[config.mk]
export PLATFORM = sky130hd
export DESIGN_NAME = rv32_hazard_nop_inserter
export DESIGN_NICKNAME = d
export VERILOG_FILES = /design/src/sv/rhni_pkg.sv /design/src/sv/rhni_front.sv /design/src/sv/rhni_queue.sv /design/src/sv/rhni_back.sv /design/src/sv/rv32_hazard_nop_inserter.sv
export VERILOG_INCLUDE_DIRS = /design/src /design/src/sv
export SDC_FILE = /design/constraint.sdc
export NUM_CORES = 1
export LEC_CHECK = 0
export ABC_AREA = 1
export ABC_CLOCK_PERIOD_IN_PS = 3100
export BUFFER_PORTS_ARGS = -buffer_cell sky130_fd_sc_hd__buf_4
export CELL_PAD_IN_SITES_DETAIL_PLACEMENT = 1
export CELL_PAD_IN_SITES_GLOBAL_PLACEMENT = 1
export CORE_MARGIN = 3
export CORE_UTILIZATION = 31
export DETAILED_ROUTE_END_ITERATION = 8
export GPL_TIMING_DRIVEN = 0
export PLACE_DENSITY_LB_ADDON = 0.25
export SLEW_MARGIN = 20
export SYNTH_ARGS = -nofsm -noshare
export SYNTH_HDL_FRONTEND = slang
export SYNTH_HIERARCHICAL = 1
export SYNTH_SLANG_ARGS = --single-unit
[constraint.sdc]
create_clock -name clk -period 3.1 [get_ports clk]
set_clock_uncertainty 0.2 [all_clocks]
set_input_delay 0.93 -clock clk [delete_from_list [all_inputs] [get_ports clk]]
set_output_delay 0.93 -clock clk [all_outputs]
set_load 0.02 [all_outputs]
[src/sv/assert_macros.svh]
// Assertion macros shared by the modules of the hazard NOP inserter.
`ifndef ASSERT_MACROS_SVH
`define ASSERT_MACROS_SVH

// A condition that must hold at every clock edge outside reset.
`define ASSERT_ALWAYS(label, cond, msg) \
    label: assert property (@(posedge clk) disable iff (!rst_n) (cond)) else $error(msg);

// A condition that, when true, forces another one at the following edge.
`define ASSERT_NEXT(label, pre, post, msg) \
    label: assert property (@(posedge clk) disable iff (!rst_n) (pre) |=> (post)) else $error(msg);

`endif

[src/sv/rhni_pkg.sv]
// Types and constants of the RV32I hazard NOP inserter.
`default_nettype none

package rhni_pkg;

    localparam logic [31:0] NOP_WORD = 32'h0000_0013;

    localparam logic [6:0] OPC_LOAD   = 7'b0000011;
    localparam logic [6:0] OPC_OPIMM  = 7'b0010011;
    localparam logic [6:0] OPC_AUIPC  = 7'b0010111;
    localparam logic [6:0] OPC_STORE  = 7'b0100011;
    localparam logic [6:0] OPC_OP     = 7'b0110011;
    localparam logic [6:0] OPC_LUI    = 7'b0110111;
    localparam logic [6:0] OPC_BRANCH = 7'b1100011;
    localparam logic [6:0] OPC_JALR   = 7'b1100111;
    localparam logic [6:0] OPC_JAL    = 7'b1101111;
    localparam logic [6:0] OPC_SYSTEM = 7'b1110011;

    localparam logic [4:0] REG_X0 = 5'b00000;

    // Index of the forwarding mode register on the configuration port.
    localparam logic REG_IDX_FWD_MODE = 1'b0;

    // One classified instruction: the word and how many NOPs go before it.
    typedef struct packed {
        logic [31:0] word;
        logic [1:0]  nops;
    } entry_t;

endpackage

`default_nettype wire

[src/sv/rhni_front.sv]
// Front end: decodes each instruction, checks it against the write history and counts NOPs.
`default_nettype none

module rhni_front (
    input  wire logic            clk,
    input  wire logic            rst_n,
    input  wire logic            fwd_mode,
    input  wire logic            accept,
    input  wire logic [31:0]     instr_word,
    output rhni_pkg::entry_t     entry
);
    import rhni_pkg::*;

    `include "assert_macros.svh"

    logic [4:0] d1_dest_reg;
    logic       d1_writes_reg;
    logic       d1_is_load_reg;
    logic [4:0] d2_dest_reg;
    logic       d2_writes_reg;

    logic [6:0] opc;
    logic [4:0] rd;
    logic [4:0] rs1;
    logic [4:0] rs2;
    logic       use1;
    logic       use2;
    logic       writes;
    logic       hit_d1;
    logic       hit_d2;
    logic [1:0] nops;

    assign opc = instr_word[6:0];
    assign rd  = instr_word[11:7];
    assign rs1 = instr_word[19:15];
    assign rs2 = instr_word[24:20];

    always_comb
    begin
        use1   = 1'b0;
        use2   = 1'b0;
        writes = 1'b0;
        case (opc)
            OPC_OP:
            begin
                use1   = 1'b1;
                use2   = 1'b1;
                writes = 1'b1;
            end
            OPC_STORE, OPC_BRANCH:
            begin
                use1 = 1'b1;
                use2 = 1'b1;
            end
            OPC_OPIMM, OPC_SYSTEM, OPC_LOAD, OPC_JALR:
            begin
                use1   = 1'b1;
                writes = 1'b1;
            end
            OPC_JAL, OPC_LUI, OPC_AUIPC:
            begin
                writes = 1'b1;
            end
            default:
            begin
                use1   = 1'b0;
            end
        endcase
    end

    // The history only ever records writers with a non-zero destination.
    assign hit_d1 = d1_writes_reg &&
                    ((use1 && d1_dest_reg == rs1) || (use2 && d1_dest_reg == rs2));
    assign hit_d2 = d2_writes_reg &&
                    ((use1 && d2_dest_reg == rs1) || (use2 && d2_dest_reg == rs2));

    always_comb
    begin
        if (fwd_mode)
        begin
            nops = (d1_is_load_reg && hit_d1) ? 2'd1 : 2'd0;
        end
        else if (hit_d1)
        begin
            nops = 2'd2;
        end
        else if (hit_d2)
        begin
            nops = 2'd1;
        end
        else
        begin
            nops = 2'd0;
        end
    end

    assign entry.word = instr_word;
    assign entry.nops = nops;

    // Any inserted NOP pushes the older writer out of the two-deep window,
    // so the word before this one is only kept when no NOP goes between.
    always_ff @(posedge clk or negedge rst_n)
    begin
        if (!rst_n)
        begin
            d1_dest_reg    <= REG_X0;
            d1_writes_reg  <= 1'b0;
            d1_is_load_reg <= 1'b0;
            d2_dest_reg    <= REG_X0;
            d2_writes_reg  <= 1'b0;
        end
        else if (accept)
        begin
            if (nops == 2'd0)
            begin
                d2_dest_reg   <= d1_dest_reg;
                d2_writes_reg <= d1_writes_reg;
            end
            else
            begin
                d2_dest_reg   <= REG_X0;
                d2_writes_reg <= 1'b0;
            end
            d1_dest_reg    <= rd;
            d1_writes_reg  <= writes && (rd != REG_X0);
            d1_is_load_reg <= writes && (rd != REG_X0) && (opc == OPC_LOAD);
        end
    end

    `ASSERT_NEXT(a_nop_clears_d2, accept && nops != 2'd0, !d2_writes_reg,
                 "older writer survived an inserted NOP")
    `ASSERT_ALWAYS(a_x0_never_recorded, !(d1_writes_reg && d1_dest_reg == REG_X0),
                   "a write to x0 was recorded in the history")

endmodule

`default_nettype wire

[src/sv/rhni_queue.sv]
// Short queue of classified instructions between the front and the back end.
`default_nettype none

module rhni_queue #(
    parameter int DEPTH = 2
) (
    input  wire logic            clk,
    input  wire logic            rst_n,
    input  wire logic            push,
    input  wire rhni_pkg::entry_t push_entry,
    output logic                 full,
    input  wire logic            pop,
    output logic                 head_valid,
    output rhni_pkg::entry_t     head_entry
);
    import rhni_pkg::*;

    `include "assert_macros.svh"

    localparam int PTR_W = (DEPTH > 1) ? $clog2(DEPTH) : 1;
    localparam int CNT_W = $clog2(DEPTH + 1);

    entry_t             mem_reg [DEPTH];
    logic [PTR_W-1:0]   wr_ptr_reg;
    logic [PTR_W-1:0]   wr_ptr_next;
    logic [PTR_W-1:0]   rd_ptr_reg;
    logic [PTR_W-1:0]   rd_ptr_next;
    logic [CNT_W-1:0]   count_reg;
    logic [CNT_W-1:0]   count_next;

    assign full       = (count_reg == CNT_W'(DEPTH));
    assign head_valid = (count_reg != '0);
    assign head_entry = mem_reg[rd_ptr_reg];

    always_comb
    begin
        wr_ptr_next = wr_ptr_reg;
        rd_ptr_next = rd_ptr_reg;
        count_next  = count_reg;
        if (push)
        begin
            wr_ptr_next = (wr_ptr_reg == PTR_W'(DEPTH - 1)) ? '0 : wr_ptr_reg + 1'b1;
        end
        if (pop)
        begin
            rd_ptr_next = (rd_ptr_reg == PTR_W'(DEPTH - 1)) ? '0 : rd_ptr_reg + 1'b1;
        end
        if (push && !pop)
        begin
            count_next = count_reg + 1'b1;
        end
        else if (pop && !push)
        begin
            count_next = count_reg - 1'b1;
        end
    end

    always_ff @(posedge clk or negedge rst_n)
    begin
        if (!rst_n)
        begin
            wr_ptr_reg <= '0;
            rd_ptr_reg <= '0;
            count_reg  <= '0;
        end
        else
        begin
            wr_ptr_reg <= wr_ptr_next;
            rd_ptr_reg <= rd_ptr_next;
            count_reg  <= count_next;
        end
    end

    always_ff @(posedge clk)
    begin
        if (push)
        begin
            mem_reg[wr_ptr_reg] <= push_entry;
        end
    end

    `ASSERT_ALWAYS(a_no_overflow, !(push && full), "push into a full queue")
    `ASSERT_ALWAYS(a_no_underflow, !(pop && !head_valid), "pop from an empty queue")

endmodule

`default_nettype wire

[src/sv/rhni_back.sv]
// Back end: expands each queued instruction into its NOPs and the word itself.
`default_nettype none

module rhni_back (
    input  wire logic            clk,
    input  wire logic            rst_n,
    input  wire logic            head_valid,
    input  wire rhni_pkg::entry_t head_entry,
    output logic                 head_pop,
    input  wire logic            pop,
    output logic                 empty,
    output logic [31:0]          out_word,
    output logic                 is_bubble,
    output logic                 last_of_run
);
    import rhni_pkg::*;

    `include "assert_macros.svh"

    logic        out_valid_reg;
    logic [31:0] out_word_reg;
    logic        is_bubble_reg;
    logic        last_reg;
    logic [1:0]  nop_done_reg;
    logic        out_free;
    logic        emit;
    logic        emit_nop;

    assign out_free = !out_valid_reg || pop;
    assign emit     = out_free && head_valid;
    assign emit_nop = nop_done_reg < head_entry.nops;
    assign head_pop = emit && !emit_nop;

    always_ff @(posedge clk or negedge rst_n)
    begin
        if (!rst_n)
        begin
            out_valid_reg <= 1'b0;
            nop_done_reg  <= 2'd0;
        end
        else
        begin
            if (out_free)
            begin
                out_valid_reg <= head_valid;
            end
            if (emit)
            begin
                nop_done_reg <= emit_nop ? nop_done_reg + 2'd1 : 2'd0;
            end
        end
    end

    always_ff @(posedge clk)
    begin
        if (emit)
        begin
            out_word_reg  <= emit_nop ? NOP_WORD : head_entry.word;
            is_bubble_reg <= emit_nop;
            last_reg      <= !emit_nop;
        end
    end

    assign empty       = !out_valid_reg;
    assign out_word    = out_word_reg;
    assign is_bubble   = is_bubble_reg;
    assign last_of_run = last_reg;

    `ASSERT_ALWAYS(a_bubble_xor_last, !out_valid_reg || (is_bubble_reg != last_reg),
                   "result beat is both or neither a NOP and a run end")
    `ASSERT_NEXT(a_stalled_result_holds, out_valid_reg && !pop,
                 out_valid_reg && $stable(out_word_reg) && $stable(last_reg),
                 "waiting result changed while the receiver stalled")

endmodule

`default_nettype wire

[src/sv/rv32_hazard_nop_inserter.sv]
// Top level of the RV32I read-after-write hazard NOP inserter.
//
// Instruction words enter on a queue-style input: a beat is taken at a rising
// edge where push is high and full is low. Results leave on a queue-style
// output: while empty is low the oldest result is on out_word, is_bubble and
// last_of_run, and it is taken at an edge where pop is high.
// Each instruction produces zero, one or two NOP beats (addi x0,x0,0, with
// is_bubble set) followed by the instruction itself (with last_of_run set).
// The front end decodes and checks hazards in the cycle of acceptance and
// updates its write history at once; a two-entry queue then feeds the back
// end, which expands one entry into its beats, one beat per cycle while the
// receiver takes them. Throughput is one instruction per cycle when no NOPs
// are needed and the receiver keeps up; an instruction that needs NOPs holds
// the back end for its whole run, and full rises once the queue has filled
// behind it. When the receiver stalls, the result register holds its beat and
// the queue fills and raises full. Reset clears the history (no earlier
// writers), empties the queue and sets the forwarding mode to zero (no
// forwarding). The user writes the mode through the APB port at byte address
// 0 only while the block is idle; the block itself does not enforce this.
`default_nettype none

module rv32_hazard_nop_inserter #(
    parameter int QUEUE_DEPTH = 2
) (
    input  wire logic        clk,
    input  wire logic        rst_n,
    // Instruction input
    input  wire logic        push,
    output logic             full,
    input  wire logic [31:0] instr_word,
    // Result output
    output logic             empty,
    input  wire logic        pop,
    output logic [31:0]      out_word,
    output logic             is_bubble,
    output logic             last_of_run,
    // Configuration port
    input  wire logic        psel,
    input  wire logic        penable,
    input  wire logic        pwrite,
    input  wire logic [2:0]  paddr,
    input  wire logic [31:0] pwdata,
    output logic [31:0]      prdata,
    output logic             pready
);
    import rhni_pkg::*;

    logic   fwd_mode_reg;
    logic   cfg_write;
    logic   in_accept;
    logic   q_full;
    logic   q_head_valid;
    logic   q_pop;
    entry_t front_entry;
    entry_t q_head_entry;

    // Register index is the word address; only the mode register exists.
    assign pready    = 1'b1;
    assign cfg_write = psel && penable && pwrite && pready;

    always_ff @(posedge clk or negedge rst_n)
    begin
        if (!rst_n)
        begin
            fwd_mode_reg <= 1'b0;
        end
        else if (cfg_write && paddr[2] == REG_IDX_FWD_MODE)
        begin
            fwd_mode_reg <= pwdata[0];
        end
    end

    assign prdata = (paddr[2] == REG_IDX_FWD_MODE) ? {31'd0, fwd_mode_reg} : 32'd0;

    // The queue's free space is the only thing that holds off new beats.
    assign full      = q_full;
    assign in_accept = push && !q_full;

    rhni_front u_front (
        .clk        (clk),
        .rst_n      (rst_n),
        .fwd_mode   (fwd_mode_reg),
        .accept     (in_accept),
        .instr_word (instr_word),
        .entry      (front_entry)
    );

    rhni_queue #(
        .DEPTH (QUEUE_DEPTH)
    ) u_queue (
        .clk        (clk),
        .rst_n      (rst_n),
        .push       (in_accept),
        .push_entry (front_entry),
        .full       (q_full),
        .pop        (q_pop),
        .head_valid (q_head_valid),
        .head_entry (q_head_entry)
    );

    rhni_back u_back (
        .clk         (clk),
        .rst_n       (rst_n),
        .head_valid  (q_head_valid),
        .head_entry  (q_head_entry),
        .head_pop    (q_pop),
        .pop         (pop),
        .empty       (empty),
        .out_word    (out_word),
        .is_bubble   (is_bubble),
        .last_of_run (last_of_run)
    );

endmodule

`default_nettype wire

# [After elaboration in Yosys (flattened, before gate mapping)]
# Memory sizes are Yosys's and may differ from the RTL's.
# Cells that the tools add are included.
[op_classes] n_addsub=5 magnitude_cmp=1 n_eq_ne=15 muxes=17 bitwise=1 n_reduce_logical=32
[op_table] cell="== test 7 bit (second input constant)" n=4
[op_table] cell="== test 7 x 6 -> 1 bit (second input constant)" n=3
[op_table] cell="== test 5 bit" n=4
[op_table] cell="logical AND 1 bit" n=17
[op_table] cell="== test 7 x 5 -> 1 bit (second input constant)" n=2
[op_table] cell="two-way mux 1 bit" n=11
[op_table] cell="two-way mux 2 bit" n=5
[op_table] cell="OR reduction 8 bit" n=1
[op_table] cell="== test 7 x 2 -> 1 bit (second input constant)" n=1
[op_table] cell="OR reduction 7 bit" n=1
[op_table] cell="logical NOT 1 bit" n=5
[op_table] cell="two-way mux 5 bit" n=1
[op_table] cell="nonzero test 5 bit" n=1
[op_table] cell="adder 2 x 1 -> 2 bit (second input constant)" n=2
[op_table] cell="nonzero test 2 bit" n=2
[op_table] cell="logical OR 1 bit" n=3
[op_table] cell="OR reduction 3 bit" n=1
[op_table] cell="adder 1 bit (second input constant)" n=2
[op_table] cell="== test 2 bit (second input constant)" n=1
[op_table] cell="logical NOT 2 bit" n=1
[op_table] cell="less-than comparator 2 bit" n=1
[op_table] cell="subtractor 2 x 1 -> 2 bit (second input constant)" n=1
[op_table] cell="inverter 1 bit" n=1
[totals] reg_bits=55 mem_bits_rw=68 out_inout_bits=69 n_memories=1
[mem_list] memory="u_queue.mem_reg" depth=2 word_bits=34 rd=1 rd_clocked_by_memory_dff=0 wr=1 line_no="rhni_queue.sv:23" source="entry_t mem_reg [DEPTH];"

# [Longest topological paths before layout]
[logic_depth] word_depth=11 mapped_depth=14

# [Cells and area by module]
# The synthesis kept the hierarchy.
[modules_own_cells] module="rhni_queue" n_inst=1 cells_per_inst=131 area_each_um2=2811.4
[modules_own_cells] module="rhni_back" n_inst=1 cells_per_inst=125 area_each_um2=1534.0
[modules_own_cells] module="rhni_front" n_inst=1 cells_per_inst=198 area_each_um2=1311.3
[modules_own_cells] module="rv32_hazard_nop_inserter" n_inst=1 cells_per_inst=47 area_each_um2=321.6

# [Worst setup path after synthesis]
# No wires, ideal clock.
[synth_path] path_type="input to register" from="input push" to="memory u_queue/mem_reg[0][0] (netlist name), enable pin" setup_ps=425 arrival_time_ps=2688 required_time_ps=2475 path_slack_ps=-213 stages=4 n_path_buf=0 path_cell_list="inv_1 nor2_1 inv_1 nor2_1"
[synth_via] elab_chain_cells=3
[synth_lines] element="from (decl)" line_no="rv32_hazard_nop_inserter.sv:28" source="input wire logic push,"
[synth_lines] element="logical AND 1 bit" line_no="rv32_hazard_nop_inserter.sv:77" source="assign in_accept = push && !q_full;"
[synth_lines] element="via in_accept" line_no="rv32_hazard_nop_inserter.sv:50" source="logic in_accept;"
[synth_lines] element="two-way mux 1 bit" line_no="rhni_queue.sv:76" source="if (push)"
[synth_lines] element="two-way mux 1 bit (implied by the code)" line_no="rhni_queue.sv:78" source="mem_reg[wr_ptr_reg] <= push_entry;"
[synth_lines] element="to (decl)" line_no="rhni_queue.sv:23"
# The timed path passes the listed nets, and every way through them passes these cells.

==> results.tsv <==
metric	value	unit
multiplexer share of the synthesized area	8.23	%
antenna-violating nets left	0	
Final period util	82.2	%
vias in the first global route	3967	
flop2flop setup slack	0.55	ns
die outline area	21000	sq um
area growth from synthesis to final layout	26.3	%
critical register-to-register path endpoint	u_queue/count_reg[1]	
net count of the finished layout	695	
Diodes inserted	0	
end point of the critical path	u_queue/count_reg[1]	
total count of hold-check failures in the final report	0	
width of the die	145	um
share of layout cells above drive strength 1	36.7	%
flip-flop count of the largest register after layout	68	
area share of and/or/nand/nor cells after synthesis	13.0	%
cell type contributing the most total cell area after synthesis	sky130_fd_sc_hd__edfxtp_1	
placer's final routability congestion estimate	0.803	
areal power density over the cells	1010	nW/um^2
register bit total from synthesis	123	
number of max-slew violations in the final report	0	
arrival time of the worst setup path	2.65	ns
dominant combinational cell family by area after synthesis	buffers and inverters	
Highest Clock Rate	393	MHz
via count of the routed design	3589	
final wirelength	12800	um
RSZ-0062 raised after global routing	false	
cell types occupying the most area after synthesis	sky130_fd_sc_hd__edfxtp_1 51%, sky130_fd_sc_hd__dfrtp_1 8.8%, sky130_fd_sc_hd__buf_4 8.0%, sky130_fd_sc_hd__mux2_4 7.3%, sky130_fd_sc_hd__nand2_1 5.1%	
clock tree from TritonCTS	built	
number of standard-cell rows in the floorplan	50	
Worst Setup End Kind	flip-flop	
clock-pin slew reported for the worst setup and hold paths after clock tree synthesis	0.06	ns
drt first pass iters	5	
die boundary height	145	um
total placed cells including tap cells	860	
CTS buffer count	17	
register area share after synthesis	60.0	%
final core utilization	40.1	%
type of the worst setup path	reg -> reg	
buffers inserted during post-CTS setup optimization	0	
Critical Path Source Type	flip-flop	
distinct cell type count of the synthesized netlist	32	
DRC Markers	0	
dpl hpwl	9470	um
final period demand of the worst path	2.55	ns
post-cts gate resize count	0	
overflow left after global routing	0	
cells after synthesis	501	
deepest level of the CTS H-tree	4	
largest net degree at the start of global routing	35	
final setup vio count	0	
CTS Root Cell	sky130_fd_sc_hd__clkbuf_16	
wire per inst	14.4	um
startpoint of the worst register-to-register path	u_queue/rd_ptr_reg	
Hold-fix buffers, CTS	0	
worst-case headroom to the max-slew limit	44.3	%
synthesized cell area	5980	sq um
standby leakage power	3.48	nW
Iter 0 DRT Violations	152	
sink count of the clock tree	123	
maximum fanout encountered on the critical timing path	10	
XOR/XNOR Fraction of Synth Area	2.64	%
status	finished, final reports clean	
adder-cell share of the synthesized area	0.419	%
core box area	18800	sq um
worst-case clock buffer depth	2	
Worst-Skew Late Latency	0.41	ns
FILL cells	2040	
total routing resource utilization after global routing	13.1	%
path type of the worst min-delay path	in -> async	
Synth Area in Compound Gates	0.858	%
via density per instance	4.03	
number of antenna violations at the first check in global routing	0	
Initial Utilization	31.7	%
startpoint of the worst setup timing path	u_queue/rd_ptr_reg	
count of boundary I/O pins	143	
number of cells traversed by the worst register-to-register path	13	
slew at the pin closest to its max-slew limit	0.835	ns
maximum ir drop on the vdd rail	0.000351	V
data required time at the worst endpoint	3.20	ns
total of buffers placed on input and output ports	67	
Yosys Warn Count	6	
wire length of the first global-routing pass	20600	um
non-filler cells, final	890	
post-synthesis area per instance	11.9	sq um
area share of the largest cell type after synthesis	51.2	%
Max-Cap Viols	0	
[cells in the mapped netlist, drive strengths merged]
master	count
a21oi	4
buf	72
clkbuf	1
clkinv	1
conb	2
dfrtp	21
edfxtp	102
ha	2
inv	72
mux2	34
nand2	86
nand3	16
nand4	10
nor2	49
nor3b	2
o211ai	1
o21ai	4
or2	4
xnor2	9
xor2	9
[critical path: stages (launching register included)]
cell and delay, ns:
sky130_fd_sc_hd__dfrtp_1 0.37, sky130_fd_sc_hd__buf_6 0.15, sky130_fd_sc_hd__buf_12 0.16, sky130_fd_sc_hd__mux2_4 0.19, sky130_fd_sc_hd__inv_1 0.03, sky130_fd_sc_hd__ha_1 0.28
sky130_fd_sc_hd__nand2_2 0.08, sky130_fd_sc_hd__a21oi_1 0.30, sky130_fd_sc_hd__inv_1 0.09, sky130_fd_sc_hd__ha_1 0.31, sky130_fd_sc_hd__inv_1 0.08, sky130_fd_sc_hd__nand3_1 0.08
sky130_fd_sc_hd__nand2_1 0.07, sky130_fd_sc_hd__nand2_1 0.05
[per-layer routing]
layer | GRT usage [%] | vias to the layer above | part of all wire (%)
met4 | 4.17 | 0 | 1.3
met1 | 14.9 | 1717 | 42
met2 | 23.3 | 88 | 51
li1 | - | 1769 | -
met3 | 3.98 | 15 | 5.0
met5 | 0 | - | 0
[worst min-delay path by stage]
stage	from	end	slack [ns]	cells past startpoint
floorplan	u_queue/count_reg[1]	u_queue/count_reg[1]	0.24	2
global placement	u_queue/count_reg[1]	u_queue/count_reg[1]	0.26	2
detailed placement	u_front/d2_writes_reg	u_front/d2_writes_reg	0.28	2
CTS	rst_n	u_back/nop_done_reg[1]	0.20	1
global route	rst_n	u_back/nop_done_reg[1]	0.21	1
finish	rst_n	u_back/nop_done_reg[1]	0.20	1
[metrics by stage]
stage / hold slack, ns / TNS [ns] / area, sq um / total power [W] / setup WS [ns]
final: 0.203 / 0 / 7550 / 0.00764 / 0.553
after detailed placement: 0.281 / 0 / 6970 / 0.00575 / 0.430
after global routing: 0.210 / 0 / 7550 / 0.00813 / 0.333
after global placement: 0.258 / -16.91 / 6920 / 0.00560 / -0.438
after CTS: 0.203 / 0 / 7550 / 0.00778 / 0.501
after floorplan: 0.242 / 0 / 6090 / 0.00479 / 0.337
[cell families after synthesis]
logic type / count (synthesis)
multiplexers: 34
adder cells (fa/ha/maj): 2
other: 2
AND/OR/NAND/NOR: 167
flip-flops: 123
buffers and inverters: 146
XOR/XNOR: 18
AO/OA/AOI/OAI: 9
[cells in the final DEF, fill, tap and decap left out, drive strengths merged, types with 10 or more instances in the layout]
cell and count:
nand3 16, conb 32, mux2 34, nor2 49
edfxtp 102, nand4 10, clkbuf 21, inv 72
nand2 86, buf 141, dfrtp 21
[final cells by class]
class                      instances  area [sq um]  area share [%]
sequential                       123          3590            47.5
timing repair buffer              69           543            7.19
clock inverter                    10           150            1.99
tap                              260           325            4.31
multi-input combinational        262          1630            21.6
inverter                          73           277            3.66
buffer                            73           603            7.98
clock buffer                      20           437            5.78
[power breakdown]
| part | total [W] | internal [W] | switching, W |
|---|---|---|---|
| clock | 0.00199 | 0.00132 | 0.000666 |
| sequential | 0.00278 | 0.00254 | 0.000235 |
| combinational | 0.00287 | 0.00125 | 0.00163 |
| total | 0.00764 | 0.00511 | 0.00253 |
Power figures use the tool's default switching activity.
